[src/rtl/core/vcv_pkg.sv]
package vcv_pkg;

    // Widths of the payload and configuration fields
    localparam int CW_W     = 12;   // column width register
    localparam int NCOL_W   = 5;    // column count register
    localparam int FPD_W    = 4;    // frames per decision register
    localparam int CELL_W   = 5;    // win_col field
    localparam int VOTE_W   = 16;   // vote counters and best_votes field
    localparam int CFG_DATA_W = 12; // widest configuration register
    localparam int CFG_IDX_W  = 2;

    typedef logic [CFG_IDX_W-1:0]  t_cfg_idx;
    typedef logic [CFG_DATA_W-1:0] t_cfg_data;
    typedef logic [VOTE_W-1:0]     t_votes;

    // Configuration register indexes
    localparam t_cfg_idx CFG_COLUMN_WIDTH   = 2'd0;
    localparam t_cfg_idx CFG_NUM_COLUMNS    = 2'd1;
    localparam t_cfg_idx CFG_FRAMES_PER_DEC = 2'd2;

    // Request operation codes
    localparam logic OP_POINT     = 1'b0;
    localparam logic OP_FRAME_END = 1'b1;

    // Configuration reset values
    localparam logic [CW_W-1:0]   RST_COLUMN_WIDTH = 12'd64;
    localparam logic [NCOL_W-1:0] RST_NUM_COLUMNS  = 5'd7;
    localparam logic [FPD_W-1:0]  RST_FRAMES_PER_DEC = 4'd5;

    // Saturation level of a vote counter
    localparam t_votes VOTE_MAX = 16'hFFFF;

endpackage

[src/rtl/core/vcv_req_if.sv]
interface vcv_req_if #(
    parameter int COORD_BITS = 12
);
    logic                  valid;
    logic                  ready;
    logic                  operation;
    logic [COORD_BITS-1:0] point_x;

    modport source (output valid, output operation, output point_x, input ready);
    modport sink   (input valid, input operation, input point_x, output ready);
endinterface

[src/rtl/core/vcv_res_if.sv]
interface vcv_res_if;
    import vcv_pkg::*;

    logic              valid;
    logic              ready;
    logic [CELL_W-1:0] win_col;
    logic [VOTE_W-1:0] best_votes;

    modport source (output valid, output win_col, output best_votes, input ready);
    modport sink   (input valid, input win_col, input best_votes, output ready);
endinterface

[src/rtl/core/vanishing_column_vote_core.sv]
// Column vote histogram for line-intersection x coordinates. A point request
// bins point_x by the configured column width with a restoring divider that
// produces one quotient bit per cycle, then does a read-modify-write of the
// vote memory; a point that lands past the last column skips the write, and
// a zero column width skips the divider and counts nothing. An end-of-frame
// request that does not close the window only advances the frame count. A
// closing one scans the vote memory through its single read port, with a read
// state and a compare state per active column, and then loads the output
// register; the scan is skipped when no points arrived or no column is active,
// and the load waits while an earlier result is still untaken. A new request
// is taken while a loaded result waits. The histogram is cleared at once
// through per-column valid bits, so there is no clearing pass after reset.
// The user must write configuration only while idle; the block itself does
// not enforce it.
module vanishing_column_vote_core #(
    parameter int MAX_COLUMNS = 16,
    parameter int COORD_BITS  = 12
) (
    input  logic               i_clk,
    input  logic               i_rst_n,
    vcv_req_if.sink            i_req,
    vcv_res_if.source          o_res,
    input  logic               i_cfg_we,
    input  vcv_pkg::t_cfg_idx  i_cfg_idx,
    input  vcv_pkg::t_cfg_data i_cfg_data
);
    import vcv_pkg::*;

    localparam int IDX_W = (MAX_COLUMNS > 1) ? $clog2(MAX_COLUMNS) : 1;
    localparam int CNTC_W = $clog2(MAX_COLUMNS + 1);
    localparam int ACT_W = (CNTC_W > NCOL_W) ? CNTC_W : NCOL_W;
    localparam int CMP_W = (COORD_BITS > ACT_W) ? COORD_BITS : ACT_W;
    localparam int DCNT_W = $clog2(COORD_BITS + 1);

    // Sequencer states
    localparam logic [2:0] ST_IDLE = 3'd0;
    localparam logic [2:0] ST_DIV  = 3'd1;
    localparam logic [2:0] ST_LOOK = 3'd2;
    localparam logic [2:0] ST_UPD  = 3'd3;
    localparam logic [2:0] ST_SRD  = 3'd4;
    localparam logic [2:0] ST_SCMP = 3'd5;
    localparam logic [2:0] ST_DONE = 3'd6;

    // Configuration registers
    logic [CW_W-1:0]   r_col_width;
    logic [NCOL_W-1:0] r_num_cols;
    logic [FPD_W-1:0]  r_fpd;

    // Control and datapath registers
    logic [2:0]             r_state, n_state;
    logic                   r_seen, n_seen;
    logic [FPD_W-1:0]       r_frame, n_frame;
    logic [MAX_COLUMNS-1:0] r_vld, n_vld;
    logic [CW_W-1:0]        r_rem, n_rem;
    logic [COORD_BITS-1:0]  r_quo, n_quo;
    logic [DCNT_W-1:0]      r_cnt, n_cnt;
    logic [ACT_W-1:0]       r_idx, n_idx;
    logic [IDX_W-1:0]       r_best, n_best;
    t_votes                 r_bvotes, n_bvotes;
    logic [CELL_W-1:0]      r_bcell, n_bcell;
    logic                   r_out_valid, n_out_valid;
    logic [CELL_W-1:0]      r_out_cell, n_out_cell;
    t_votes                 r_out_votes, n_out_votes;

    // Vote memory
    t_votes           r_mem [MAX_COLUMNS];
    t_votes           r_rd_data;
    logic             r_rd_vld;
    logic [IDX_W-1:0] rd_addr;
    logic             mem_we;
    t_votes           mem_wdata;

    // Combinational helpers
    logic [ACT_W-1:0]  active;
    logic [CW_W:0]     div_sh;
    logic              div_ge;
    logic [CW_W:0]     div_diff;
    logic              in_range;
    t_votes            rd_val;
    logic [FPD_W-1:0]  limit;
    logic [FPD_W-1:0]  frame_inc;
    logic              upd_best;
    logic [IDX_W-1:0]  scan_best;
    t_votes            scan_votes;
    logic              req_acc;

    assign active = (ACT_W'(r_num_cols) > ACT_W'(MAX_COLUMNS)) ?
                    ACT_W'(MAX_COLUMNS) : ACT_W'(r_num_cols);

    // One restoring divide step
    assign div_sh   = {r_rem, r_quo[COORD_BITS-1]};
    assign div_ge   = div_sh >= {1'b0, r_col_width};
    assign div_diff = div_sh - {1'b0, r_col_width};

    assign in_range  = CMP_W'(r_quo) < CMP_W'(active);
    assign rd_val    = r_rd_vld ? r_rd_data : '0;
    assign limit     = (r_fpd == '0) ? FPD_W'(1) : r_fpd;
    assign frame_inc = r_frame + FPD_W'(1);

    assign upd_best   = rd_val > r_bvotes;
    assign scan_best  = upd_best ? r_idx[IDX_W-1:0] : r_best;
    assign scan_votes = upd_best ? rd_val : r_bvotes;

    assign i_req.ready = (r_state == ST_IDLE);
    assign req_acc     = i_req.valid && i_req.ready;

    assign o_res.valid      = r_out_valid;
    assign o_res.win_col    = r_out_cell;
    assign o_res.best_votes = r_out_votes;

    assign rd_addr = (r_state == ST_LOOK) ? r_quo[IDX_W-1:0] : r_idx[IDX_W-1:0];

    // Write configuration registers
    always_ff @(posedge i_clk) begin
        if (!i_rst_n) begin
            r_col_width <= RST_COLUMN_WIDTH;
            r_num_cols  <= RST_NUM_COLUMNS;
            r_fpd       <= RST_FRAMES_PER_DEC;
        end else if (i_cfg_we) begin
            unique case (i_cfg_idx)
                CFG_COLUMN_WIDTH:   r_col_width <= i_cfg_data[CW_W-1:0];
                CFG_NUM_COLUMNS:    r_num_cols  <= i_cfg_data[NCOL_W-1:0];
                CFG_FRAMES_PER_DEC: r_fpd       <= i_cfg_data[FPD_W-1:0];
                default: ;
            endcase
        end
    end

    // Sequencer
    always_comb begin
        n_state     = r_state;
        n_seen      = r_seen;
        n_frame     = r_frame;
        n_vld       = r_vld;
        n_rem       = r_rem;
        n_quo       = r_quo;
        n_cnt       = r_cnt;
        n_idx       = r_idx;
        n_best      = r_best;
        n_bvotes    = r_bvotes;
        n_bcell     = r_bcell;
        n_out_valid = r_out_valid;
        n_out_cell  = r_out_cell;
        n_out_votes = r_out_votes;
        mem_we      = 1'b0;
        mem_wdata   = rd_val + VOTE_W'(1);

        // Drop the result once it is taken
        if (r_out_valid && o_res.ready) begin
            n_out_valid = 1'b0;
        end

        unique case (r_state)
            ST_IDLE: begin
                if (req_acc) begin
                    if (i_req.operation == OP_POINT) begin
                        n_seen = 1'b1;
                        if (r_col_width != '0) begin
                            n_rem   = '0;
                            n_quo   = i_req.point_x;
                            n_cnt   = DCNT_W'(COORD_BITS);
                            n_state = ST_DIV;
                        end
                    end else if (frame_inc < limit) begin
                        n_frame = frame_inc;
                    end else if (!r_seen) begin
                        // No points in this window
                        n_bcell  = '0;
                        n_bvotes = '0;
                        n_state  = ST_DONE;
                    end else begin
                        n_idx    = '0;
                        n_best   = '0;
                        n_bvotes = '0;
                        if (active == '0) begin
                            n_bcell = CELL_W'(1);
                            n_state = ST_DONE;
                        end else begin
                            n_state = ST_SRD;
                        end
                    end
                end
            end
            ST_DIV: begin
                n_rem = div_ge ? div_diff[CW_W-1:0] : div_sh[CW_W-1:0];
                n_quo = {r_quo[COORD_BITS-2:0], div_ge};
                n_cnt = r_cnt - DCNT_W'(1);
                if (r_cnt == DCNT_W'(1)) begin
                    n_state = ST_LOOK;
                end
            end
            ST_LOOK: begin
                n_state = in_range ? ST_UPD : ST_IDLE;
            end
            ST_UPD: begin
                // Count the vote unless the column is saturated
                if (rd_val != VOTE_MAX) begin
                    mem_we = 1'b1;
                    n_vld[r_quo[IDX_W-1:0]] = 1'b1;
                end
                n_state = ST_IDLE;
            end
            ST_SRD: begin
                n_state = ST_SCMP;
            end
            ST_SCMP: begin
                n_best   = scan_best;
                n_bvotes = scan_votes;
                n_idx    = r_idx + ACT_W'(1);
                if (ACT_W'(r_idx + ACT_W'(1)) == active) begin
                    n_bcell = CELL_W'(ACT_W'(scan_best) + ACT_W'(1));
                    n_state = ST_DONE;
                end else begin
                    n_state = ST_SRD;
                end
            end
            ST_DONE: begin
                if (!r_out_valid || o_res.ready) begin
                    n_out_valid = 1'b1;
                    n_out_cell  = r_bcell;
                    n_out_votes = r_bvotes;
                    n_state     = ST_IDLE;
                end
            end
            default: begin
                n_state = ST_IDLE;
            end
        endcase

        // Clear the window as the decision is closed
        if (n_state == ST_DONE && r_state != ST_DONE) begin
            n_vld   = '0;
            n_seen  = 1'b0;
            n_frame = '0;
        end
    end

    // Advance control state
    always_ff @(posedge i_clk) begin
        if (!i_rst_n) begin
            r_state     <= ST_IDLE;
            r_seen      <= 1'b0;
            r_frame     <= '0;
            r_vld       <= '0;
            r_out_valid <= 1'b0;
        end else begin
            r_state     <= n_state;
            r_seen      <= n_seen;
            r_frame     <= n_frame;
            r_vld       <= n_vld;
            r_out_valid <= n_out_valid;
        end
    end

    // Hold datapath values
    always_ff @(posedge i_clk) begin
        r_rem       <= n_rem;
        r_quo       <= n_quo;
        r_cnt       <= n_cnt;
        r_idx       <= n_idx;
        r_best      <= n_best;
        r_bvotes    <= n_bvotes;
        r_bcell     <= n_bcell;
        r_out_cell  <= n_out_cell;
        r_out_votes <= n_out_votes;
    end

    // Vote memory: one write port, one registered read port
    always_ff @(posedge i_clk) begin
        if (mem_we) begin
            r_mem[r_quo[IDX_W-1:0]] <= mem_wdata;
        end
    end

    always_ff @(posedge i_clk) begin
        r_rd_data <= r_mem[rd_addr];
        r_rd_vld  <= r_vld[rd_addr];
    end

`ifndef NO_ASSERTIONS
    // A result without points carries no votes
    a_empty_no_votes: assert property (@(posedge i_clk) disable iff (!i_rst_n)
        (r_out_valid && r_out_cell == '0) |-> (r_out_votes == '0))
        else $error("empty decision carries votes");

    // A point with a nonzero column width starts the divider
    a_point_divides: assert property (@(posedge i_clk) disable iff (!i_rst_n)
        (req_acc && i_req.operation == OP_POINT && r_col_width != '0)
        |=> (r_state == ST_DIV && r_cnt == DCNT_W'(COORD_BITS)))
        else $error("point request did not start the divider");

    // The window is clear while a decision waits for the output register
    a_window_cleared: assert property (@(posedge i_clk) disable iff (!i_rst_n)
        (r_state == ST_DONE) |-> (r_frame == '0 && !r_seen && r_vld == '0))
        else $error("window not cleared at decision");

    // A loaded result is never overwritten before it is taken
    a_result_held: assert property (@(posedge i_clk) disable iff (!i_rst_n)
        (r_out_valid && !o_res.ready) |=> (r_out_valid && $stable(r_out_cell)
            && $stable(r_out_votes)))
        else $error("pending result overwritten");
`endif

endmodule

[src/flat_wrapper.sv]
// flat-port wrapper written by rule: the top's interface ports become plain ports
module vanishing_column_vote_core_flat import vcv_pkg::*;
#(
    parameter int MAX_COLUMNS = 16,
    parameter int COORD_BITS  = 12
)
  (i_clk, i_rst_n, i_cfg_we, i_cfg_idx, i_cfg_data, i_req_valid, i_req_operation, i_req_point_x, i_req_ready, o_res_valid, o_res_win_col, o_res_best_votes, o_res_ready);
  vcv_req_if #(.COORD_BITS(COORD_BITS)) i_req_i ();
  vcv_res_if o_res_i ();
  input  logic i_clk;
  input  logic i_rst_n;
  input  logic i_cfg_we;
  input  vcv_pkg::t_cfg_idx i_cfg_idx;
  input  vcv_pkg::t_cfg_data i_cfg_data;
  input wire logic [$bits(i_req_i.valid)-1:0] i_req_valid;
  input wire logic [$bits(i_req_i.operation)-1:0] i_req_operation;
  input wire logic [$bits(i_req_i.point_x)-1:0] i_req_point_x;
  output wire logic [$bits(i_req_i.ready)-1:0] i_req_ready;
  output wire logic [$bits(o_res_i.valid)-1:0] o_res_valid;
  output wire logic [$bits(o_res_i.win_col)-1:0] o_res_win_col;
  output wire logic [$bits(o_res_i.best_votes)-1:0] o_res_best_votes;
  input wire logic [$bits(o_res_i.ready)-1:0] o_res_ready;
  assign i_req_i.valid = i_req_valid;
  assign i_req_i.operation = i_req_operation;
  assign i_req_i.point_x = i_req_point_x;
  assign i_req_ready = i_req_i.ready;
  assign o_res_valid = o_res_i.valid;
  assign o_res_win_col = o_res_i.win_col;
  assign o_res_best_votes = o_res_i.best_votes;
  assign o_res_i.ready = o_res_ready;
  vanishing_column_vote_core #(.MAX_COLUMNS(MAX_COLUMNS), .COORD_BITS(COORD_BITS)) u_core (.i_clk(i_clk), .i_rst_n(i_rst_n), .i_req(i_req_i), .o_res(o_res_i), .i_cfg_we(i_cfg_we), .i_cfg_idx(i_cfg_idx), .i_cfg_data(i_cfg_data));
endmodule
[config.mk]
export PLATFORM = sky130hd
export DESIGN_NAME = vanishing_column_vote_core_flat
export DESIGN_NICKNAME = d
export VERILOG_FILES = /design/src/rtl/core/vcv_pkg.sv /design/src/rtl/core/vcv_req_if.sv /design/src/rtl/core/vcv_res_if.sv /design/src/rtl/core/vanishing_column_vote_core.sv /design/src/flat_wrapper.sv
export SDC_FILE = /design/constraint.sdc
export NUM_CORES = 1
export LEC_CHECK = 0
export ABC_CLOCK_PERIOD_IN_PS = 7100
export BUFFER_PORTS_ARGS = -buffer_cell sky130_fd_sc_hd__buf_2
export CAP_MARGIN = 20
export CORE_MARGIN = 5
export CORE_UTILIZATION = 27
export CTS_CLUSTER_DIAMETER = 120
export DETAILED_ROUTE_END_ITERATION = 10
export SLEW_MARGIN = 10
export SYNTH_ARGS = -nofsm -noshare
export SYNTH_HDL_FRONTEND = slang
export SYNTH_SLANG_ARGS = --single-unit
[constraint.sdc]
create_clock -name i_clk -period 7.1 [get_ports i_clk]
set_input_delay 0.355 -clock i_clk [delete_from_list [all_inputs] [get_ports i_clk]]
set_output_delay 0.355 -clock i_clk [all_outputs]
set_load 0.02 [all_outputs]
Yosys cells after proc, flatten, opt, wreduce, memory -nomap -nowiden --
Memories as Yosys holds them, arrays and structs flattened. A register that Yosys moved wholly into a read port is not among the register bits. Cells that the tools add are included.
Word-level totals: register bits after elaboration 126, memory bits (writable) 256, output and inout port bits 23, memories 1
Cells by class: add/sub/neg operators 6, $lt $le $gt $ge 8, equality and inequality tests 22, multiplexer cells 62, bitwise logic cells 3, reduce and logical (&&, ||, !) cells 25
Memories:
- u_core.r_mem | depth 16, bits a word 16, rd ports 1, clocked after Yosys merged registers in 1, write ports 1, RTL line vanishing_column_vote_core.sv:66 | t_votes r_mem [MAX_COLUMNS];
Operators by type and width (number):
- 12-bit 2-to-1 mux | 7
- 16-bit 2-to-1 mux | 5
- 5-bit 2-to-1 mux | 11
- 12-bit case mux with 2 select lines | 2
- 4-bit 2-to-1 mux | 10
- 16-bit case mux with 2 select lines | 1
- 3-bit 2-to-1 mux | 7
- 5-bit case mux with 2 select lines | 2
- 3-bit case mux with 6 select lines | 1
- 16-bit by 1-bit adder with 16-bit output (second input constant) | 1
- 16-bit greater-than comparator | 1
- 16-bit inequality test (second input constant) | 1
- 16-bit OR | 1
- 4-bit case mux with 2 select lines | 2
- 13-bit by 12-bit greater-or-equal comparator with 1-bit output | 1
- 3-bit equality test (second input constant) | 4
- 12-bit by 5-bit less-than comparator with 1-bit output | 1
- 2-bit inequality test (second input constant) | 6
- 12-bit nonzero test | 1
- 12-bit subtractor | 1
- 4-bit by 5-bit less-than comparator with 1-bit output (second input constant) | 2
- 2-bit AND reduction | 5
- 5-bit AND reduction | 2
- 1-bit 2-to-1 mux | 9
- other kinds (31) | 42

Logic depth before layout (Yosys ltp) --
word-level depth 12, mapped depth 16, gate-level depth less buffers 13

Least setup slack after synthesis --
Ideal clock, no wire load.
kind register -> register, from register u_core.r_rd_vld, to memory u_core.r_mem[3][0] in the netlist's numbering, enable pin, library setup time 0.434 ns, data arrival time 3.521 ns, data required time 6.666 ns, setup slack 3.145 ns, cell stages (with the launch flop) 11, path buffers 2, clock period less this slack 3.955 ns, cells stage by stage dfxtp_1 buf_2 clkbuf_1 nand2_1 inv_1 ha_1 nand3_1 nor3_1 a31oi_1 nand3_1 nor4_1
Between the ends: longest elaborated chain between the ends 6
Ends and longest elaborated chain:
- start: declaration | RTL line vanishing_column_vote_core.sv:68 | logic r_rd_vld;
- start signal: assignment | RTL line vanishing_column_vote_core.sv:277 | r_rd_vld <= r_vld[rd_addr];
- 16-bit 2-to-1 mux | RTL line vanishing_column_vote_core.sv:96 | assign rd_val = r_rd_vld ? r_rd_data : '0;
- net u_core.rd_val[0] | RTL line vanishing_column_vote_core.sv:79 | t_votes rd_val;
- 16-bit inequality test | RTL line vanishing_column_vote_core.sv:197 | if (rd_val != VOTE_MAX) begin
- 1-bit 2-to-1 mux | RTL line vanishing_column_vote_core.sv:197
- 1-bit 2-to-1 mux | RTL line vanishing_column_vote_core.sv:153 | unique case (r_state)
- 1-bit 2-to-1 mux | RTL line vanishing_column_vote_core.sv:270 | if (mem_we) begin
- 1-bit 2-to-1 mux (implied by the code) | RTL line vanishing_column_vote_core.sv:271 | r_mem[r_quo[IDX_W-1:0]] <= mem_wdata;
- end: declaration | RTL line vanishing_column_vote_core.sv:66
The timed path passes the listed nets, and every way through them passes these cells.

Worst setup path in the final report --
from register u_core.r_rd_vld, to register u_core.r_vld[8]
Between the ends: longest elaborated chain between the ends 3
Ends and longest elaborated chain:
- 16-bit 2-to-1 mux | RTL line vanishing_column_vote_core.sv:96
- net u_core.rd_val[0] | RTL line vanishing_column_vote_core.sv:79
- 16-bit inequality test | RTL line vanishing_column_vote_core.sv:197
- 2-bit AND reduction (no source line)
- end signal: assignment | RTL line vanishing_column_vote_core.sv:250 | r_vld <= n_vld;
- end: declaration | RTL line vanishing_column_vote_core.sv:53 | logic [MAX_COLUMNS-1:0] r_vld, n_vld;
The timed path passes the listed nets, and every way through them passes these cells. A chain may end at the register's enable or synchronous reset.

==> metrics.md <==
| Metric | Value |
|---|---|
| Num Clock Sinks | 398 |
| Worst r2r dst | u_core.r_vld[8]$_SDFFE_PP0P_ |
| I/O Pins | 55 |
| DRT Wirelength | 38,360 um |
| Final ANT Viol Nets | 0 |
| Overflow left after global routing | 0 |
| Root buffer cell | clkbuf_16 |
| Max Cap Violations | 0 |
| Crit. path cell count | 9 |
| CP bufs+invs | 1 |
| CTS buffer count | 40 |
| Hold EP | u_core.r_col_width[6]$_SDFFE_PN1P_ |
| # diodes | 0 |
| Clock Latency Late Sink | 0.55 ns |
| Synth async-reset ratio | 0% |
| Most common cell in the netlist | edfxtp_1 |
| Hold_sp | i_cfg_data[6] |
| Port Buffer Count | 54 |
| Worst setup margin | 2.910 ns |
| Placed cell count | 2,014 |
| Rows | 91 |
| Die area | 0.06792 sq mm |
| Hold WS | 0.04549 ns |
| Synth warn | 0 |
| RSZ-0062 raised after global routing | false |
| Worst min path class | in -> reg |
| GPL Wtd Cong | 0.7898 |
| Synthesized flop and latch total | 398 |
| H-tree depth | 2 |
| # DRC | 0 |
| Vias in the first global route | 10,260 |
| Die Y-Extent | 260.6 um |
| Starting density of the core | 27.38% |
| FF+latch area | 0.01132 sq mm |
| Max VDD drop | 0.0001469 V |
| Pre-CTS setup slack | 2.900 ns |
| Global-route usage over all layers | 11.23% |
| Post-synth EDFFs | 335 |
| Final period util | 59.02% |
| Overall Power | 5.109 mW |
| Hold path depth | 3 |
| Tmin final | 4.190 ns |
| Cell taking the most area after synthesis | edfxtp_1 |
| Fillers | 6,027 |
| Crit path max-delay family | simple AND/OR/NAND/NOR gates |
| Dominant cells by area after synthesis | edfxtp_1, mux4_2, dfxtp_1, ha_1, nand2_1 |
| First-pass GRT wire length | 59,950 um |
| Final setup TNS | 0 ns |
| Via count | 9,776 |
| Worst path max stage delay | 0.80 ns |
| Synth cell count leaders | edfxtp_1, nand2_1, mux4_2 |
| Arrival time at the worst endpoint | 4.62 ns |
| Status | complete, no violations |
| Worst-path fanout max | 29 |
| Final HPWL DP | 24,920 um |
| DRT Pass-1 Iters | 4 |
| Max Root-Sink Buffers | 3 |
| Finished Layout Cells | 2,089 |
| Yosys cell types | 65 |
| Fmax | 238.7 MHz |
| Final hold violation count | 0 |
| Netlist Area Pre-Place | 0.01696 sq mm |
| Slowest cell on crit path | dfxtp_1 |
| Core area | 0.06194 sq mm |
| Fin util | 32.14% |
| Slew Viols, Final | 0 |
| Startpoint types | flip-flop |
| P_leak | 6.222 nW |
| PwrDens | 256.6 mW/mm^2 |
| Die X | 260.6 um |
| CTS resizes | 0 |
| Nets | 1,294 |
| Largest net degree at the start of global routing | 69 |
| Worst R2R Setup Slack | 2.91 ns |
| Yosys top cell area share | 59.32% |
| CTS tree | built |
| Worst r2r path cells | 9 |
| Post CTS Setup Buffer Count | 0 |
| Multi-input gate area | 0.005284 sq mm |
| Setup CP Type | reg -> reg |
| Initial detailed-routing violation count | 716 |
| Critical Path Sink Type | flip-flop |
| Share of cells above drive strength 1 | 20.29% |
| Synthesized area per cell | 14.97 sq um |
| Clk slew on worst S/H paths | 0.06 ns |
| Crit-path cells | nand2_1, inv_1, ha_1, nand3_1, nor3_1, a31oi_1, nor4b_1, and3b_1, o21a_1 |
| Slew HR | 22.41% |
| Syn nets | 1,207 |
| Prevailing post-synth register cell | edfxtp_1 |
| Syn Inst Count | 1,133 |
| Initial antenna violation count | 0 |
| Worst Tran Pin Value | 1.164 ns |
| Sequential share of the synthesized area | 66.76% |
| Post-Layout Inst Area | 0.01991 sq mm |
| Clock Skews | 0.02449 ns |
| DP Area | 0.01839 sq mm |
| Worst r2r src | u_core.r_rd_vld$_DFF_P_ |
| Area delta synth->final | 17.38% |
| Setup-failing EPs final | 0 |
| Hold-fix buffers, CTS | 0 |
| Worst endpoint required time | 7.53 ns |
| Routed length per instance | 18.36 um |
| Vias per cell | 4.680 |
[cell usage in the layout (no fill, tap or decap), drive strengths merged, types with 11 or more instances in the layout]
cell,instances
dfxtp,63
mux2i,15
clkinv,11
and3,14
o21ai,26
nor2,51
inv,53
mux4,68
a21oi,29
buf,90
clkbuf,50
and2,13
xnor2,21
o21a,21
nor3,14
a21boi,14
nand3,31
ha,41
a22oi,35
nand2,119
edfxtp,335
o211ai,11
[power breakdown]
part / switching, mW / leakage [nW] / internal (mW)
logic: 0.132 / 2.49 / 0.0844
registers: 0.0291 / 3.01 / 2.53
clock network: 0.891 / 0.715 / 1.44
[registers in the layout, summed over array words and instances (netlist names), 4 cells and up]
name                     cells
u_core.r_mem               256
u_core.o_res.best_votes     16
u_core.r_bvotes             16
u_core.r_rd_data            16
u_core.r_vld                16
u_core.r_col_width          12
u_core.r_quo                12
u_core.r_rem                12
u_core.o_res.win_col         5
u_core.r_bcell               5
u_core.r_idx                 5
u_core.r_num_cols            5
u_core.r_best                4
u_core.r_cnt                 4
u_core.r_fpd                 4
u_core.r_frame               4
[cell families after synthesis]
logic type                 Yosys count  synth area share (%)
DFF                                398                 66.76
and+or+nand+nor                    312                 8.942
AOI/OAI and AO/OA                  172                 6.928
buffers and inverters               97                 2.560
muxes                               85                 10.20
adders and majority gates           42                 3.143
xor gates and xnor gates            27                 1.476
[layout make-up]
class | count | share of cell area, %
repair buffers | 90 | 2.866
clock buffers | 50 | 5.531
flip-flops and latches | 398 | 56.87
clock inverters | 24 | 1.948
well taps | 837 | 5.261
multi-input cells | 638 | 26.54
inverters | 52 | 0.9805
[how the worst max path moves through the flow]
stage / start / endpoint
after floorplan: u_core.r_rd_vld$_DFF_P_ / u_core.r_mem[3][0]$_DFFE_PP_
after global placement: u_core.r_rd_vld$_DFF_P_ / u_core.r_vld[4]$_SDFFE_PP0P_
after detailed placement: u_core.r_rd_vld$_DFF_P_ / u_core.r_vld[12]$_SDFFE_PP0P_
after CTS: u_core.r_rd_vld$_DFF_P_ / u_core.r_vld[4]$_SDFFE_PP0P_
after global routing: u_core.r_rd_vld$_DFF_P_ / u_core.r_vld[8]$_SDFFE_PP0P_
final: u_core.r_rd_vld$_DFF_P_ / u_core.r_vld[8]$_SDFFE_PP0P_
[worst reg2reg max path, delay by kind of cell (launching register included)]
| family | cells | cell delay [ns] |
|---|---|---|
| flip-flops | 1 | 0.80 |
| AO/OA/AOI/OAI | 2 | 0.69 |
| buffers and inverters | 1 | 0.19 |
| AND/OR/NAND/NOR | 5 | 2.19 |
| adder cells (fa/ha/maj) | 1 | 0.20 |
[metal layers]
metal,wire (um),up-vias,global-route usage (%)
met5,0,-,0
met4,761,0,3.038
met3,2218,58,2.467
met2,18260,270,18.36
met1,17120,4923,15.20
li1,-,4525,-
Power figures use the tool's default switching activity.
